[config.mk]
export PLATFORM = sky130hd
export DESIGN_NAME = kknp_dist
export DESIGN_NICKNAME = d
export VERILOG_FILES = /design/src/rtl/kknp_pkg.sv /design/src/rtl/kknp_dist.sv
export SDC_FILE = /design/constraint.sdc
export NUM_CORES = 1
export LEC_CHECK = 0
export ABC_AREA = 1
export BUFFER_PORTS_ARGS = -buffer_cell sky130_fd_sc_hd__clkbuf_2
export CORE_ASPECT_RATIO = 1.75
export CORE_MARGIN = 2
export CORE_UTILIZATION = 60
export CTS_CLUSTER_SIZE = 10
export DETAILED_ROUTE_END_ITERATION = 8
export PLACE_DENSITY = 0.78
export SETUP_SLACK_MARGIN = 0.2
export SLEW_MARGIN = 20
export SYNTH_ARGS = -nofsm -noshare
export SYNTH_HDL_FRONTEND = slang
export SYNTH_SLANG_ARGS = --single-unit
[constraint.sdc]
create_clock -name clk -period 10.1 [get_ports clk]
set_input_delay 1.01 -clock clk [delete_from_list [all_inputs] [get_ports clk]]
set_output_delay 1.01 -clock clk [all_outputs]
set_load 0.02 [all_outputs]
[src/rtl/kknp_pkg.sv]
// ----------------------------------------------------------------------------
// kknp_pkg
// Shared types and constants of the nearest-points keeper: word layouts of
// the item and result channels, field widths, register indexes, FSM states.
// ----------------------------------------------------------------------------
package kknp_pkg;

  localparam int COORD_W = 16;
  localparam int TAG_W   = 32;
  localparam int DIST_W  = 34;
  localparam int SQ_W    = 32;
  localparam int SLOT_W  = 5;
  localparam int KEPT_W  = 6;
  localparam int ADDR_W  = 3;
  localparam int DATA_W  = 32;

  localparam logic REG_CENTER_X = 1'b0;
  localparam logic REG_CENTER_Y = 1'b1;

  typedef struct packed {
    logic signed [COORD_W-1:0] point_x;
    logic signed [COORD_W-1:0] point_y;
    logic        [TAG_W-1:0]   point_tag;
    logic                      first_of_set;
  } item_t;

  typedef struct packed {
    logic                stored;
    logic [SLOT_W-1:0]   slot;
    logic                evicted;
    logic [TAG_W-1:0]    evicted_tag;
    logic [KEPT_W-1:0]   kept_count;
    logic [DIST_W-1:0]   farthest_distance;
  } result_t;

  typedef enum logic [2:0] {
    ST_IDLE,
    ST_SQUARE,
    ST_SUM,
    ST_DECIDE,
    ST_SCAN
  } state_t;

endpackage

[src/rtl/kknp_dist.sv]
// ----------------------------------------------------------------------------
// kknp_dist
// Three-stage squared-distance pipeline: differences, squares, sum.
// ----------------------------------------------------------------------------
module kknp_dist (
  input  logic                               clk,
  input  logic signed [kknp_pkg::COORD_W-1:0] point_x,
  input  logic signed [kknp_pkg::COORD_W-1:0] point_y,
  input  logic signed [kknp_pkg::COORD_W-1:0] center_x,
  input  logic signed [kknp_pkg::COORD_W-1:0] center_y,
  output logic        [kknp_pkg::DIST_W-1:0]  distance
);
  import kknp_pkg::*;

  logic signed [COORD_W:0]     dx;
  logic signed [COORD_W:0]     dy;
  logic signed [2*COORD_W+1:0] prod_x;
  logic signed [2*COORD_W+1:0] prod_y;
  logic        [SQ_W-1:0]      sq_x;
  logic        [SQ_W-1:0]      sq_y;

  assign prod_x = dx * dx;
  assign prod_y = dy * dy;

  always_ff @(posedge clk) begin
    dx       <= {point_x[COORD_W-1], point_x} - {center_x[COORD_W-1], center_x};
    dy       <= {point_y[COORD_W-1], point_y} - {center_y[COORD_W-1], center_y};
    sq_x     <= prod_x[SQ_W-1:0];
    sq_y     <= prod_y[SQ_W-1:0];
    distance <= DIST_W'(sq_x) + DIST_W'(sq_y);
  end

endmodule

Yosys cells after proc, flatten, opt, wreduce, memory -nomap -nowiden
Cells that the tools add are included.

$add $sub $neg: 3. Multipliers: 2. Divide/modulo/power cells: 0. Magnitude comparators: 0. Equal/unequal tests: 0. Shift operators: 0. Muxes and demuxes: 0. Bitwise operators: 0. Reduce and logical (&&, ||, !) cells: 0.

Operators by type and width (count): 17-bit by 17-bit multiplier with 32-bit output (2); 16-bit by 16-bit subtractor with 17-bit output (2); 32-bit by 32-bit adder with 33-bit output (1).

Bits in registers: 131. Latch bits: 0. Bits in writable memories: 0. Bits in read-only memories: 0. Output and inout port bits: 34. Memories kept: 0.

Longest topological paths before layout
Word-level depth: 1. Gate-level depth with buffers: 27.

Worst setup path after synthesis
OpenSTA, ideal clock, no wires.

Path type: reg-to-reg. Start: register dx[2]. End: register sq_x[30]. Setup time: 0.113 ns. Arrival: 5.458 ns. Required time: 9.987 ns. Slack: 4.530 ns. Cell stages (with the launch flop): 21. Path buffers: 2. Clock period less this slack: 5.570 ns. Path through: dfxtp_1 -> clkbuf_1 -> clkbuf_1 -> nand2_1 -> inv_1 -> fa_1 -> inv_1 -> fa_1 -> fa_1 -> fa_1 -> fa_1 -> fa_1 -> inv_1 -> ha_1 -> nand2_1 -> nor2_1 -> nand2_1 -> nor4_1 -> nand2_1 -> nand4_1 -> nand2_1.

Word-level cells in the longest chain between the ends: 1.

Ends and longest elaborated chain: start, declared (RTL line kknp_dist.sv:15) `logic signed [COORD_W:0] dx;`; start signal, assigned (RTL line kknp_dist.sv:26) `dx <= {point_x[COORD_W-1], point_x} - {center_x[COORD_W-1], center_x};`; 17-bit by 17-bit multiplier with 32-bit output (RTL line kknp_dist.sv:22) `assign prod_x = dx * dx;`; named net prod_x[30] (RTL line kknp_dist.sv:17) `logic signed [2*COORD_W+1:0] prod_x;`; end signal, assigned (RTL line kknp_dist.sv:28) `sq_x <= prod_x[SQ_W-1:0];`; end, declared (RTL line kknp_dist.sv:19) `logic [SQ_W-1:0] sq_x;`.

The timed path passes the listed nets, and every way through them passes these cells.

Worst setup path in the final report
Start: register dx[16]. End: register sq_x[24].

Same word-level chain as after synthesis.

==> impl_metrics.py <==
metrics = {
    "timing": {
        "clock_skew_ns": 0.0105,
        "rsz0062_at_grt": "false",
        "min_period_ns": 6.41,
        "fin_crit_sh_pct": 63.5,
        "slew_headroom_pct": 32.2,
        "slew_violations": 0,
        "hold_viol_final": 0,
        "clock.fmax_mhz": 156,
        "tns_ns": 0,
        "worst_pin_slew_ns": 1.02,
        "setup_viol": 0,
    },
    "synthesis": {
        "ys_seq_elements": 129,
        "synth_warnings": 0,
        "ys.flop_type": "dfxtp_1",
        "ys_seq_area_share_pct": 9.86,
        "synth_enable_flop_cells": 0,
        "synth_nets": 4117,
        "async_flop_share_pct": 0,
        "avgSynthCellArea_um2": 7.91,
        "syn_area_um2": 26200,
        "syn_inst": 3310,
        "synth.distinct_cells": 43,
    },
    "clocking": {
        "cts_buffers": 17,
        "cts.path.max_buffers": 2,
        "clock_sink_count": 129,
        "ctsHoldBuffers": 0,
        "post_cts_buffers": 0,
        "cts_resized": 0,
        "clk-insertion-delay-late_ns": 0.47,
        "h-tree-depth": 4,
        "clk_pin_slew_worst_paths_ns": 0.07,
        "cts-root-buf": "clkbuf_16",
        "cts_tree": "yes",
    },
    "placed_design": {
        "place_hpwl_um": 57300,
        "portBuffers": 97,
        "gp_congestion": 0.979,
    },
    "routing": {
        "ant_nets": 0,
        "wl_um": 67300,
        "drt-wirelength-per-cell_um": 17.1,
        "via_per_inst": 5.33,
        "drc": 0,
        "first_iter_violations": 1025,
        "drtPass1Iterations": 6,
        "vias": 21009,
    },
    "global_routing": {
        "grt_usage_pct": 31.8,
        "grt_max_degree": 24,
        "grt_pass1_wl_um": 112000,
        "grt_pass1_vias": 23869,
        "overflow": 0,
        "antenna_found_initial": 0,
    },
    "worst_setup_path": {
        "worstPathRequired_ns": 10.44,
        "critPathKind": "flip-flop to flip-flop",
        "critPathArrivalTime_ns": 6.75,
        "crit_chain": "clkinv_1 > or2_2 > fa_1 > inv_1 > fa_1 > fa_1 > fa_1 > fa_1 > inv_1 > fa_1 > inv_1 > ha_1 > a21oi_1 > a21boi_0 > nor2_1 > nor2_1 > nand3_1 > xor2_1",
        "crit_path_end_kind": "flip-flop",
        "cp-start-kind": "flip-flop",
        "crit_top_cell": "fa_1",
        "rrSetupSlack_ns": 3.69,
        "crit_fanout": 23,
        "critPathMaxStageDelay_ns": 0.89,
        "slowest_stage": "dfxtp_1",
    },
    "floorplan": {
        "fp.dieW_um": 162,
        "core_um2": 43200,
        "initial_core_util_pct": 60.6,
        "rows": 101,
        "num_io_pins": 99,
        "die_h_um": 280,
        "die_area_um2": 45400,
    },
    "run": {
        "cap_violations": 0,
    },
    "finish": {
        "nFillCells": 3797,
        "drive_gt1_share_pct": 5.21,
        "antenna_cells": 0,
        "final_nets": 4170,
        "syn_to_final_growth_pct": 6.07,
    },
    "status": {
        "status": "complete, no violations",
    },
    "min_path": {
        "hp-class": "flip-flop to flip-flop",
    },
}
[synthesized netlist by cell type (9+ instances only)]
cell type	instances	area (um2)
inv_1	976	3660
nor3_1	21	105
xnor2_1	28	245
nand3_1	98	490
ha_1	228	2850
fa_1	514	10300
o21bai_1	14	105
o21ai_0	57	285
or2_2	12	75.1
a21o_1	14	105
a21oi_1	118	591
xor2_1	82	718
nand2_1	694	2610
clkbuf_1	65	244
o21ai_1	9	45.0
nand4_1	22	138
dfxtp_1	129	2580
nor2_1	159	597
[worst paths after layout]
check	start	endpoint	depth (start not counted)
worst min register to register	sq_x[0]	distance[0]	1
worst min-delay path	sq_x[0]	distance[0]	1
worst max register to register	dx[16]	sq_x[24]	18
worst max-delay path	dx[16]	sq_x[24]	18
[layout by cell type, fill, tap and decap left out, types with 3 or more instances in the layout]
| master | n |
|---|---|
| a21oi_1 | 118 |
| dfxtp_1 | 129 |
| inv_2 | 6 |
| inv_6 | 4 |
| nand2_2 | 3 |
| ha_1 | 228 |
| buf_4 | 11 |
| nor4_1 | 5 |
| a21boi_0 | 5 |
| o31ai_1 | 3 |
| clkbuf_2 | 97 |
| o21bai_1 | 14 |
| nand3b_1 | 6 |
| nand3_1 | 98 |
| nor3_1 | 21 |
| o21ai_2 | 3 |
| xor2_1 | 82 |
| clkinv_8 | 5 |
| a21o_1 | 14 |
| clkbuf_16 | 17 |
| a31oi_1 | 4 |
| nor2_1 | 159 |
| or2_2 | 12 |
| o21a_1 | 3 |
| nand4_1 | 22 |
| inv_1 | 976 |
| o21ai_1 | 9 |
| fa_1 | 514 |
| o21ai_0 | 57 |
| nand2_1 | 694 |
| xnor2_1 | 28 |
| nor2_2 | 5 |
[worst max-delay path: cells and delay by family, from the launching register on]
kind            cells  cell delay [ns]
fa+ha+maj           7             3.21
flops               1             0.89
simple gates        4             0.77
buf+inv             4             0.71
compound gates      2             0.52
xor+xnor            1             0.17
[layout make-up]
type                            instances  area (um2)  share of cell area, %
Inverter                              984        3690                   13.3
Clock buffer                           17         425                   1.53
Timing Repair Buffer                  108         568                   2.04
Multi-Input combinational cell       2123       19600                   70.7
Clock inverter                         15         171                  0.617
Tap cell                              566         708                   2.55
Sequential cell                       129        2580                   9.29
[per-layer routing]
layer	part of all wire [%]	global-route usage (%)	vias up
li1	-	-	9708
met5	0	0	-
met1	30	27.8	10125
met2	56	62.4	749
met3	3.8	3.87	427
met4	9.8	27.0	0
[stage by stage]
stage | hold WS (ns) | setup WS, ns | instances | area (um2) | utilization (%)
floorplan | 0.329 | 4.53 | 3310 | 26200 | -
finish | 0.466 | 3.69 | 3942 | 27800 | 64.3
global placement | 0.438 | 3.74 | 3910 | 27200 | 62.9
global route | 0.485 | 3.31 | 3942 | 27800 | 64.3
CTS | 0.473 | 3.70 | 3942 | 27800 | 64.3
detailed placement | 0.458 | 3.73 | 3910 | 27200 | 62.9
[registers in the layout, indices dropped and copies added, names as in the netlist]
| register | cells |
|---|---|
| distance | 33 |
| dx | 17 |
| dy | 17 |
| sq_x | 31 |
| sq_y | 31 |
[cell families (layout without fill, tap and decap cells)]
family	count (synthesis)	count (layout)	synth area share, %
buffers and inverters	1058	1124	15.2
AND/OR/NAND/NOR	1032	1032	16.0
adder cells (fa/ha/maj)	742	742	50.2
AO/OA/AOI/OAI	238	238	5.11
flip-flops	129	129	9.86
XOR/XNOR	110	110	3.68
other	1	1	0.0143
Power is not shown: default switching activity piles up to over one toggle a cycle in this logic, so the estimate is an artifact.
