**config.mk**
```make
export PLATFORM = sky130hd
export DESIGN_NAME = kknp_cell
export DESIGN_NICKNAME = d
export VERILOG_FILES = /design/src/rtl/kknp_pkg.sv /design/src/rtl/kknp_cell.sv
export SDC_FILE = /design/constraint.sdc
export NUM_CORES = 1
export LEC_CHECK = 0
export ABC_AREA = 1
export BUFFER_PORTS_ARGS = -buffer_cell sky130_fd_sc_hd__buf_4
export CAP_MARGIN = 20
export CORE_ASPECT_RATIO = 1.75
export CORE_UTILIZATION = 45
export CTS_CLUSTER_SIZE = 10
export DETAILED_ROUTE_END_ITERATION = 16
export PLACE_DENSITY = 0.78
export SLEW_MARGIN = 30
export SYNTH_ARGS = -nofsm -noshare
export SYNTH_HDL_FRONTEND = slang
export SYNTH_SLANG_ARGS = --single-unit
```
**constraint.sdc**
```tcl
create_clock -name clk -period 8.9 [get_ports clk]
set_clock_uncertainty 0.05 [all_clocks]
set_input_delay 0.89 -clock clk [delete_from_list [all_inputs] [get_ports clk]]
set_output_delay 0.89 -clock clk [all_outputs]
set_load 0.02 [all_outputs]
```
**src/rtl/kknp_pkg.sv**
```systemverilog
// ----------------------------------------------------------------------------
// kknp_pkg
// Shared types and constants of the nearest-points keeper: word layouts of
// the item and result channels, field widths, register indexes, FSM states.
// ----------------------------------------------------------------------------
package kknp_pkg;

  localparam int COORD_W = 16;
  localparam int TAG_W   = 32;
  localparam int DIST_W  = 34;
  localparam int SQ_W    = 32;
  localparam int SLOT_W  = 5;
  localparam int KEPT_W  = 6;
  localparam int ADDR_W  = 3;
  localparam int DATA_W  = 32;

  localparam logic REG_CENTER_X = 1'b0;
  localparam logic REG_CENTER_Y = 1'b1;

  typedef struct packed {
    logic signed [COORD_W-1:0] point_x;
    logic signed [COORD_W-1:0] point_y;
    logic        [TAG_W-1:0]   point_tag;
    logic                      first_of_set;
  } item_t;

  typedef struct packed {
    logic                stored;
    logic [SLOT_W-1:0]   slot;
    logic                evicted;
    logic [TAG_W-1:0]    evicted_tag;
    logic [KEPT_W-1:0]   kept_count;
    logic [DIST_W-1:0]   farthest_distance;
  } result_t;

  typedef enum logic [2:0] {
    ST_IDLE,
    ST_SQUARE,
    ST_SUM,
    ST_DECIDE,
    ST_SCAN
  } state_t;

endpackage

```
**src/rtl/kknp_cell.sv**
```systemverilog
// ----------------------------------------------------------------------------
// kknp_cell
// One slot of the store. Holds a distance and a tag, and passes on the
// running farthest entry seen so far along the chain, lowest slot on ties.
// ----------------------------------------------------------------------------
module kknp_cell #(
  parameter int IDX_W = 5,
  parameter int INDEX = 0
) (
  input  logic                         clk,
  input  logic                         wr_en,
  input  logic [IDX_W-1:0]             wr_slot,
  input  logic [kknp_pkg::DIST_W-1:0]  wr_dist,
  input  logic [kknp_pkg::TAG_W-1:0]   wr_tag,
  input  logic [kknp_pkg::DIST_W-1:0]  cin_dist,
  input  logic [IDX_W-1:0]             cin_slot,
  input  logic [kknp_pkg::TAG_W-1:0]   cin_tag,
  output logic [kknp_pkg::DIST_W-1:0]  cout_dist,
  output logic [IDX_W-1:0]             cout_slot,
  output logic [kknp_pkg::TAG_W-1:0]   cout_tag
);
  import kknp_pkg::*;

  localparam logic [IDX_W-1:0] MY_IDX = IDX_W'(INDEX);

  logic [DIST_W-1:0] distance;
  logic [TAG_W-1:0]  tag;

  always_ff @(posedge clk) begin
    if (wr_en && wr_slot == MY_IDX) begin
      distance <= wr_dist;
      tag      <= wr_tag;
    end
    if (distance > cin_dist) begin
      cout_dist <= distance;
      cout_slot <= MY_IDX;
      cout_tag  <= tag;
    end else begin
      cout_dist <= cin_dist;
      cout_slot <= cin_slot;
      cout_tag  <= cin_tag;
    end
  end

endmodule

```
Word-level counts from Yosys, hierarchy flattened
Cells that the tools add are included.
W data, S select, Z words.
{ "op_classes": {"n_reduce_logical": 2, "mux": 2, "magnitude_cmp": 1} }
{ "ops": {"columns": ["operator", "count"], "rows": [
  ["$gt A34 B34 Y1", 1],
  ["$mux W34", 1],
  ["$mux W32", 1],
  ["$logic_not A5 Y1", 1],
  ["$logic_and A1 B1 Y1", 1]
]} }
{ "totals": {"in_bits": 144, "ff_bits": 137, "word_cells": 10} }

Longest topological paths before layout
{ "depth": {"word_depth": 2, "depth_mapped": 17, "mapped_depth_nobuf": 15} }

Worst setup path after synthesis
No wires, ideal clock.
{ "synth_timing": {"kind": "input to register", "start": "in wr_slot[3]", "end": "reg distance[0] (enable)", "stages": 3, "setup_time_ps": 572, "setup_slack_ps": 2746, "n_path_buf": 0, "arrival_ps": 5532, "cell_sequence": "nor2_1 -> nand3b_1 -> nor3_1"} }
{ "synth_via": {"elab_chain_len": 2} }
{ "synth_lines": {"columns": ["element", "line_no", "text"], "rows": [
  ["from (decl)", "kknp_cell.sv:12", "input logic [IDX_W-1:0] wr_slot,"],
  ["$logic_not A5 Y1", "kknp_cell.sv:30", "if (wr_en && wr_slot == MY_IDX) begin"],
  ["$logic_and A1 B1 Y1", "kknp_cell.sv:30", null],
  ["to (signal assigned)", "kknp_cell.sv:31", "distance <= wr_dist;"],
  ["to (decl)", "kknp_cell.sv:26", "logic [DIST_W-1:0] distance;"]
]} }
Every way passes these cells.
A chain may end at the register's enable or synchronous reset.

Final worst setup path
{ "layout_timing": {"start": "in cin_dist[9] in the netlist's numbering", "end": "reg cout_tag[7] in the netlist's numbering"} }
{ "layout_via": {"elab_chain_len": 2} }
{ "layout_lines": {"columns": ["element", "line_no", "text"], "rows": [
  ["from (decl)", "kknp_cell.sv:15", "input logic [kknp_pkg::DIST_W-1:0] cin_dist,"],
  ["$gt A34 B34 Y1", "kknp_cell.sv:34", "if (distance > cin_dist) begin"],
  ["$mux W32", "kknp_cell.sv:34", null],
  ["to (signal assigned)", "kknp_cell.sv:37", "cout_tag <= tag;"],
  ["to (signal assigned)", "kknp_cell.sv:41", "cout_tag <= cin_tag;"],
  ["to (decl)", "kknp_cell.sv:20", "output logic [kknp_pkg::TAG_W-1:0] cout_tag"]
]} }
Every way passes these cells.

==> flow_summary.ini <==
[yosys]
yosys_register_bits = 137
syn_inst = 532
yosysMostFrequentCell = nand2_1
ys_top_cells_by_count = nand2_1, dfxtp_1, nand3_1, edfxtp_1, inv_1
synth_compound_area_frac = 0.02277
synth-edff-count = 66
synth_fp_nets = 710
synthMuxAreaShare = 0
synthTopCellsByArea = edfxtp_1, dfxtp_1, nand2_1
synth_seq_area_share = 0.6321
synthAdderAreaFrac = 0.07901
yosys.area.top_type = edfxtp_1
synth_xor_xnor_area_share = 0
async_reset_ff_frac = 0
netlist.area_leader.share = 0.3681
synthSimpleGateAreaFrac = 0.2119
ys_warn_count = 0
synth_top_family_by_area = simple AND/OR/NAND/NOR gates
avgSynthCellArea_um2 = 10.12
synth_ff_type = dfxtp_1
yosysUniqueCellTypes = 22
syn-cell-area_um2 = 5384

[final_layout]
multiInputGateArea_um2 = 1694
drive_above_1_share = 0.3355
nets = 926
diodes = 0
regArea_um2 = 3403
postLayoutCoreUtil = 0.6650
area_growth_syn_to_layout_pct = 43.04
finalInstanceArea_um2 = 7701
nFillCells = 912

[pwr]
p_per_area_nw_per_um2 = 212.5
total_power_mw = 1.636
p_clk_frac = 0.450
combPwrFrac = 0.121
seqPwrFrac = 0.429
switching_power_mw = 0.3772
irDropWorstVdd_uv = 158.1
p_int_mw = 1.259
power_leakage_nw = 3.813
switching_share = 0.2305

[clock_tree]
post_cts_buffers = 0
htree_levels = 4
cts_root_buffer = clkbuf_16
cts_tree = built
clock_path_buffers = 2
cts_made_buffers = 17
insertion_delay_ps = 400
clkSlewWorstSetupHoldPaths_ps = 60
ctsHoldBuffers = 0
cts_sinks = 137
cts_resized = 0

[die]
die_area_um2 = 12420
coreArea_um2 = 11580
die_h_um = 146.7
start_util = 0.4649
rows = 52
die_x_um = 84.69
ioPinCount = 215

[setup_path]
r2r_start = distance[9]$_DFFE_PP_
rrSetupSlack_ps = 6210
worstPathRequired_ps = 9140
critPathKind = in -> reg
cp_max_fo = 35
endpoint = cout_tag[7]$_DFF_P_
critPathArrivalTime_ps = 3120
worst_setup_path_end_kind = flip-flop
rr_worst_depth = 13
critical_path.startpoint = cin_dist[9]
cp-start-kind = input pin
rr_endpoint = cout_tag[7]$_DFF_P_

[sta]
max-slew-margin-rel = 0.4268
period_needed_ps = 2871
hold_viol = 0
drv_slew = 0
fmax_mhz = 348.3
final-setup-viol-count = 0
rsz0062_at_grt = false
finalCritPeriodShare = 0.3226
finalSetupTns_ps = 0
worst_pin_slew_ps = 859.8

[drt]
vias = 4385
wirelength_mm = 13.13
route.met3.wl_um = 956
drt_iter0_markers = 173
drtPass1Iterations = 12
wire_per_inst_um = 14.67
drc_errors = 2
route.met2.wl_mm = 7.407
top_layer_used = met4
antenna_left = 0
avgViaCountPerCell = 4.899
routedLengthMet1_mm = 4.402

[global_route]
grt_remaining_overflow = 0
grtUsageTotal = 0.2225
antenna_found_initial = 0
grt_max_degree = 72
grt_pass1_vias = 4707
grt_pass1_wl_mm = 21.09

[placed_design]
placed_cell_area_um2 = 7079
dpl.hpwl_mm = 9.494
globalplace.congestion = 0.8013
io_buffers = 214

[min_path]
hp-class = reg -> reg

[outcome]
outcome = complete, but fails checks
violations = DRC

[job]
maxCapViolCount = 0
-- sequential cells by signal, summed over array words and instances (netlist names) --
register / count
cout_dist: 34
distance: 34
cout_tag: 32
tag: 32
cout_slot: 5
-- per-layer routing --
metal	GRT usage	vias up
met3	0.06404	25
met2	0.4350	168
met5	0	-
met4	0.1169	0
li1	-	2174
met1	0.1993	2018
-- cell type report --
type / instances / area share
multi-input cells: 327 / 0.2200
clock buffers: 18 / 0.05573
clock inverters: 13 / 0.02502
inverters: 47 / 0.02291
well taps: 135 / 0.02193
flip-flops and latches: 137 / 0.4419
repair buffers: 218 / 0.2125
-- cell families (layout without fill, tap and decap cells) --
group                      Yosys count  after routing
and+or+nand+nor                    272            272
DFF                                137            137
buffers and inverters               68            296
adders and majority gates           34             34
AOI/OAI and AO/OA                   21             21
-- cells in the final DEF (no fill, tap or decap) --
cell type / Yosys / final
a21boi_0: 5 / 5
a21o_1: 2 / 2
a21oi_1: 12 / 12
and2_1: 1 / 1
buf_4: 3 / 218
bufinv_16: 0 / 4
clkbuf_1: 8 / 1
clkbuf_16: 0 / 17
clkinv_1: 0 / 1
clkinv_4: 0 / 3
clkinvlp_4: 0 / 1
dfxtp_1: 71 / 71
edfxtp_1: 66 / 66
ha_1: 34 / 34
inv_1: 47 / 47
inv_6: 0 / 4
nand2_1: 179 / 179
nand2_2: 2 / 2
nand3_1: 70 / 70
nand3_2: 1 / 1
nand3b_1: 1 / 1
nor2_1: 13 / 13
nor2_2: 3 / 3
nor3_2: 1 / 2
o21ai_0: 2 / 2
-- how the worst min path moves through the flow --
stage / from / end / slack [ps] / cells past startpoint
floorplan: tag[0]$_DFFE_PP_ / cout_tag[0]$_DFF_P_ / 400 / 2
global placement: tag[6]$_DFFE_PP_ / cout_tag[6]$_DFF_P_ / 400 / 2
detailed placement: tag[20]$_DFFE_PP_ / cout_tag[20]$_DFF_P_ / 410 / 2
CTS: tag[20]$_DFFE_PP_ / cout_tag[20]$_DFF_P_ / 420 / 2
global route: tag[20]$_DFFE_PP_ / cout_tag[20]$_DFF_P_ / 440 / 2
finish: tag[20]$_DFFE_PP_ / cout_tag[20]$_DFF_P_ / 420 / 2
-- per-stage QoR --
stage	worst slack, ps	std cells	hold WS (ps)
final	6029	895	418.3
after global routing	5784	895	436.1
after CTS	6013	895	419.3
after detailed placement	5599	864	405.4
after global placement	5696	864	399.1
after floorplan	2746	532	395.9
-- power groups by stage --
| stage | combinational, mW | clock (mW) | sequential (mW) |
|---|---|---|---|
| floorplan | 0.0570 | 0 | 0.750 |
| global placement | 0.195 | 0 | 0.714 |
| detailed placement | 0.200 | 0 | 0.715 |
| CTS | 0.201 | 0.747 | 0.702 |
| global route | 0.217 | 0.773 | 0.704 |
| finish | 0.199 | 0.736 | 0.702 |
-- critical path: stages --
cell     delay, ps
buf_4           90
inv_1           30
ha_1           280
nand2_1         70
nor2_1         260
o21ai_0        160
nor2_1         120
nand2_1         60
nand2_1         60
nor2_1          50
nand2_2         70
nand2_2        360
buf_4          430
nand2_1        110
nand2_1         60
Note: power is estimated with default switching activity, not from simulation.
